[config.mk]
export PLATFORM = sky130hd
export DESIGN_NAME = ptqk_div
export DESIGN_NICKNAME = d
export VERILOG_FILES = /design/src/design/ptqk_pkg.sv /design/src/design/ptqk_div.sv
export SDC_FILE = /design/constraint.sdc
export NUM_CORES = 2
export LEC_CHECK = 0
export BUFFER_PORTS_ARGS = -buffer_cell sky130_fd_sc_hd__buf_2
export CAP_MARGIN = 20
export CORE_UTILIZATION = 60
export CTS_BUF_LIST = sky130_fd_sc_hd__clkbuf_16
export CTS_CLUSTER_DIAMETER = 120
export CTS_CLUSTER_SIZE = 25
export DETAILED_ROUTE_END_ITERATION = 8
export HOLD_SLACK_MARGIN = 0.06
export PLACE_DENSITY = 0.76
export SKIP_LAST_GASP = 1
export SYNTH_ARGS = -nofsm -noshare
export SYNTH_HDL_FRONTEND = slang
export SYNTH_SLANG_ARGS = --single-unit
[constraint.sdc]
create_clock -name clk -period 6.8 [get_ports clk]
set_input_delay 0.34 -clock clk [delete_from_list [all_inputs] [get_ports clk]]
set_output_delay 0.34 -clock clk [all_outputs]
set_load 0.1 [all_outputs]
[src/design/ptqk_pkg.sv]
// Shared types and constants for the point-to-quad-key pipeline.
`timescale 1ns / 1ps

package ptqk_pkg;

    // Coordinate and region word, key and level widths as seen on the ports
    localparam int WORD_BITS = 32;
    localparam int KEY_BITS  = 63;
    localparam int LVL_BITS  = 5;

    // Region register indexes on the config channel
    localparam logic [7:0] REG_MIN_X = 8'd0;
    localparam logic [7:0] REG_MIN_Y = 8'd1;
    localparam logic [7:0] REG_MAX_X = 8'd2;
    localparam logic [7:0] REG_MAX_Y = 8'd3;

    // How the cell of one axis is formed at the end of the pipe
    typedef enum logic [1:0] {
        CELL_ZERO = 2'd0,
        CELL_FULL = 2'd1,
        CELL_DIV  = 2'd2
    } cell_mode_t;

    // Sideband that travels next to the dividers
    typedef struct packed {
        logic [LVL_BITS-1:0] lvl;
        cell_mode_t          x_mode;
        cell_mode_t          y_mode;
        logic                bad;
    } side_t;

endpackage

[src/design/ptqk_div.sv]
// Pipelined restoring divider, one quotient bit per register stage.
`timescale 1ns / 1ps

module ptqk_div
    import ptqk_pkg::*;
#(
    parameter int COORD_BITS = 32
)
(
    input  logic                  clk,
    input  logic                  rst_n,
    input  logic                  in_valid,
    input  logic [WORD_BITS-1:0]  in_hi,
    input  logic [COORD_BITS-1:0] in_lo,
    input  logic [WORD_BITS-1:0]  in_div,
    output logic                  out_valid,
    output logic [COORD_BITS-1:0] out_quo
);

    logic                  valid_reg [1:COORD_BITS];
    logic [WORD_BITS-1:0]  rem_reg   [1:COORD_BITS];
    logic [COORD_BITS-1:0] lo_reg    [1:COORD_BITS];
    logic [WORD_BITS-1:0]  div_reg   [1:COORD_BITS];
    logic [COORD_BITS-1:0] quo_reg   [1:COORD_BITS];

    genvar k;
    generate
        for (k = 0; k < COORD_BITS; k++)
        begin : g_stage
            logic                  src_valid;
            logic [WORD_BITS-1:0]  src_rem;
            logic [COORD_BITS-1:0] src_lo;
            logic [WORD_BITS-1:0]  src_div;
            logic [COORD_BITS-1:0] src_quo;
            logic [WORD_BITS:0]    trial;
            logic                  ge;
            logic [WORD_BITS:0]    diff;

            // Pick the stage source: ports for the first stage
            if (k == 0)
            begin : g_first
                assign src_valid = in_valid;
                assign src_rem   = in_hi;
                assign src_lo    = in_lo;
                assign src_div   = in_div;
                assign src_quo   = '0;
            end
            else
            begin : g_next
                assign src_valid = valid_reg[k];
                assign src_rem   = rem_reg[k];
                assign src_lo    = lo_reg[k];
                assign src_div   = div_reg[k];
                assign src_quo   = quo_reg[k];
            end

            // Shift in the next dividend bit and try the subtract
            assign trial = {src_rem, src_lo[COORD_BITS-1]};
            assign ge    = (trial >= {1'b0, src_div});
            assign diff  = trial - {1'b0, src_div};

            // Advance the valid bit
            always_ff @(posedge clk or negedge rst_n)
            begin
                if (!rst_n)
                begin
                    valid_reg[k+1] <= 1'b0;
                end
                else
                begin
                    valid_reg[k+1] <= src_valid;
                end
            end

            // Advance the payload
            always_ff @(posedge clk)
            begin
                rem_reg[k+1] <= ge ? diff[WORD_BITS-1:0] : trial[WORD_BITS-1:0];
                lo_reg[k+1]  <= {src_lo[COORD_BITS-2:0], 1'b0};
                div_reg[k+1] <= src_div;
                quo_reg[k+1] <= {src_quo[COORD_BITS-2:0], ge};
            end
        end
    endgenerate

    assign out_valid = valid_reg[COORD_BITS];
    assign out_quo   = quo_reg[COORD_BITS];

endmodule

**Word level (Yosys, flattened, before mapping)**

Memories as Yosys holds them, arrays and structs flattened.
Cells that the tools add are included.

- Multipliers: 0
- Order comparisons: 32
- Reductions and logical operators: 0
- Add/subtract/negate cells: 32
- Shift-type cells: 0
- Bitwise operators: 0
- Muxes and demuxes: 32
- Div/mod/pow operators: 0
- Equality and inequality tests: 0

Operators by type and width:

| kind | number |
|---|---|
| >= comparator 33 x 32 -> 1 bit | 32 |
| 2-to-1 mux 32 bit | 32 |
| subtractor 32 bit | 32 |

- Memories kept: 4
- RAM bits: 4064
- Bits in registers: 32
- Output and inout bits: 33
- Latch bits: 0
- Memory bits (read-only): 0
- Input port bits: 99
- Word-level logic and storage cells: 132

Memories:

| name | depth | bits a word | rd ports | clocked after Yosys merged registers in | write ports | RTL line | text |
|---|---|---|---|---|---|---|---|
| div_reg | 32 | 32 | 31 | 0 | 32 | ptqk_div.sv:23 | `logic [WORD_BITS-1:0] div_reg [1:COORD_BITS];` |
| quo_reg | 32 | 32 | 32 | 0 | 32 | ptqk_div.sv:24 | `logic [COORD_BITS-1:0] quo_reg [1:COORD_BITS];` |
| rem_reg | 32 | 32 | 31 | 0 | 32 | ptqk_div.sv:21 | `logic [WORD_BITS-1:0] rem_reg [1:COORD_BITS];` |
| lo_reg | 32 | 31 | 31 | 0 | 32 | ptqk_div.sv:22 | `logic [COORD_BITS-1:0] lo_reg [1:COORD_BITS];` |

**Depth between registers and ports, before layout**

An unclocked memory read counts as a cell.

- Word-level depth: 3
- Mapped depth: 16

**Worst setup path after synthesis**

OpenSTA, ideal clock, no wires.

- Path type: register to register
- From: register, netlist name div_reg[0][33]
- To: register, netlist name rem_reg[0][75]
- Cell stages (with the launch flop): 14
- Clock period less this slack: 3.347 ns
- Path slack: 3.453 ns
- Arrival: 3.224 ns
- Setup time: 0.123 ns
- Buffers on the path: 1
- Data required time: 6.677 ns
- Cell sequence: dfxtp_1 -> inv_1 -> ha_1 -> nor2b_1 -> o31a_1 -> o31a_1 -> o2111ai_2 -> nand3_2 -> a41o_1 -> o311ai_1 -> a21oi_1 -> a2111oi_4 -> buf_4 -> mux2_1

==> metrics.md <==
| Metric | Value |
|---|---|
| Register clock-pin slew on the reported worst setup and hold paths | approximately 0.10 ns |
| Synthesized Nets | 14000 |
| Initial antenna violation count | 7 |
| GRT Overall Usage | 0.271 |
| Power Total | 71.2 mW |
| Async set or reset register ratio after synthesis | 0.0105 |
| Synth area leader | dfxtp_1 |
| Share of layout cells above drive strength 1 | 0.0583 |
| Pins Over Slew Limit | 0 |
| Maximum vdd ir drop | 0.000448 V |
| Post-Syn Area | 0.125 sq mm |
| Final ANT Viol Nets | 0 |
| Share of the synthesized area in the top cell type | 0.482 |
| Pwr Density | 535 mW/mm^2 |
| Ys flop type | dfxtp_1 |
| Post-Synth Simple-Gate Area | 0.0998 |
| Crit path DAT | about 5.2 ns |
| # port buffers | between 100 and 150 |
| Cell Rows | roughly 170 |
| Static Leak | a little over 60 nW |
| Critical path class | register to register |
| Vias in the first global route | 86000 |
| Final Setup Violations | 0 |
| Slew margin rel. | 0.300 |
| Hold Fails Final Rpt | 0 |
| Post-synthesis compound-gate area fraction | 0.164 |
| Routed WL per cell | between 15 and 20 microns |
| CTS Root Cell | clkbuf_16 |
| Synth Area per Inst | around 10 sq um |
| Iteration-0 DRC Markers | between 6000 and 7000 |
| Congestion Overflow GR | 0 |
| XOR/XNOR Fraction of Synth Area | 0.0593 |
| Area contributors post-synth | dfxtp_1 48%, ha_1 10%, a21oi_1 4.2%, inv_1 3.8%, xnor2_1 3.5% |
| RSZ-0062 raised after global routing | no |
| Commonest non-fill, non-tap cell in the layout | dfxtp_1 |
| Critical Path Source Type | register |
| Clock H-tree levels | 4 |
| CP required | between 7 and 8 ns |
| Net count, final | ~14000 |
| FF+latch count, synth | around 3000 |
| CP max FO | 20 |
| Setup tns final | 0 ns |
| Via count | roughly 88000 |
| Core area | approximately 0.21 sq mm |
| First-pass GRT wire length | roughly 460000 microns |
| Synth warnings | 0 |
| Post-CTS setup buffers | 0 |
| Cells after Synth | approximately 13000 |
| GP Congestion | approximately 0.95 |
| Cts hold-fix bufs | 99 |
| Sequential share of the synthesized area | 0.489 |
| Number of synthesized flops with an enable pin | 0 |
| # resized after CTS | 0 |
| Largest net degree at the start of global routing | 65 |
| Worst Tran Pin Value | 1.05 ns |
| Synth Area in Adders | 0.108 |
| CTS Sinks | 3040 |
| CTS Buf Count | 139 |
| Die ar. | approximately 0.21 sq mm |
| Worst skew pair latency | roughly 0.86 ns |
| Chip Height | 458 microns |
| Initial Utilization | 0.603 |
| Crit. End Element | register |
| I/O pin cnt | between 100 and 150 |
| Largest family of logic cells by synthesized area | compound AO/OA/AOI/OAI gates |
| Tcrit/Tclk final | 0.659 |
| DR DRC count | 0 |
| DP HPWL | roughly 230000 microns |
| Most frequent cells in the layout | 3008 x dfxtp_1, 1260 x inv_1, 1059 x a21oi_1 |
| Final Critical Period | 4.48 ns |
| Distinct cells, synth | 98 |
| Mux contribution to synthesized area | 0.0333 |
| Final WL | between 200000 and 300000 microns |
| Drt pass-1 iters | 8 |
| Longest Clk Path Bufs | 3 |
| Max Freq | 223 MHz |
| Width of the chip | 458 microns |
| HP Class | primary input to async pin |
| Syn-to-layout area delta | 6.53% |
| Status | complete, no violations |
| CTS tree | built |
| Clock skew | ~0.038 ns |
| Vias per inst | ~5.6 |
| Max_cap viols | 0 |
-- final cells by class --
class | instances | area (sq um)
Inverter | 1255 | 4710
Multi-Input combinational cell | 8223 | 58100
Tap cell | 2788 | 3490
Antenna cell | 4 | 10.0
Clock buffer | 140 | 3500
Timing Repair Buffer | 262 | 1880
Sequential cell | 3040 | 61000
Fill cell | 16900 | 74000
Clock inverter | 22 | 318
-- routing by layer --
layer / up-vias / GRT usage / routed length (microns) / part of all wire
met3: 579 / 0.0279 / 12500 / 0.043
met2: 2121 / 0.488 / 144000 / 0.49
met1: 41200 / 0.331 / 124000 / 0.42
met4: 0 / 0.105 / 11600 / 0.040
li1: 44000 / - / - / -
met5: - / 0 / 0 / 0
-- cells in the mapped netlist, types with 56 or more instances --
cell / count
nand2_1: 861
a21o_1: 534
clkbuf_1: 216
a21oi_1: 1060
dfxtp_1: 3008
nor2_1: 689
mux2_2: 341
a211oi_1: 56
and3_1: 86
a31oi_1: 107
o31ai_1: 65
o21ai_0: 799
nor2b_1: 159
xnor2_1: 500
o21bai_1: 113
buf_2: 57
inv_1: 1253
nor3_1: 129
xor2_1: 345
nand2b_1: 146
nand4_1: 160
o21a_1: 142
ha_1: 1024
nand3_1: 199
-- path summary, 6_finish.rpt --
kind                                  from                     to  slack, ns  depth (start not counted)
max                        div_reg[0][513]        rem_reg[0][546]       2.32                         14
min                                  rst_n   g_stage[2].src_valid       0.09                          2
max reg2reg                div_reg[0][513]        rem_reg[0][546]       2.32                         14
min reg2reg                 lo_reg[0][116]         lo_reg[0][148]       0.32                          0
max in group asynchronous            rst_n  g_stage[24].src_valid       6.24                          2
min in group clk                in_div[20]         div_reg[0][52]       0.13                          2
-- worst max-delay path, cell delays in order (launching register included) --
cell and delay, ns:
dfxtp_1 0.38, inv_1 0.07, ha_1 0.29, nor2b_1 0.22, o31ai_2 0.11, a21oi_1 0.24, nor4_2 0.09, o41ai_1 0.69
a31oi_1 0.29, nor3_1 0.25, o21ai_1 0.10, a31oi_1 0.17, or4_1 0.73, buf_4 0.38, mux2_2 0.37
-- cell families after synthesis --
family,count (synthesis)
AOI/OAI and AO/OA,3299
DFF,3040
and+or+nand+nor,2653
buffers and inverters,1544
adders and majority gates,1055
xor gates and xnor gates,845
muxes,371
-- per-stage QoR --
step | util | hold slack [ns] | std cells | setup slack [ns] | cell area (sq um)
global placement | 0.619 | 0.309 | 15500 | 2.53 | 128000
detailed placement | 0.619 | 0.312 | 15500 | 2.37 | 128000
CTS | 0.642 | 0.0653 | 15700 | 2.35 | 133000
finish | 0.643 | 0.0945 | 15700 | 2.32 | 133000
global route | 0.643 | 0.0862 | 15700 | 2.03 | 133000
floorplan | - | 0.0444 | 12800 | 3.45 | 125000
-- where the power goes --
group	switching (mW)	total [mW]	internal, mW
Clock	5.47	9.26	3.79
Combinational	19.9	35.3	15.4
Sequential	3.30	26.6	23.3
Total	28.7	71.2	42.5
No activity file was read; power rests on OpenSTA's default activity.
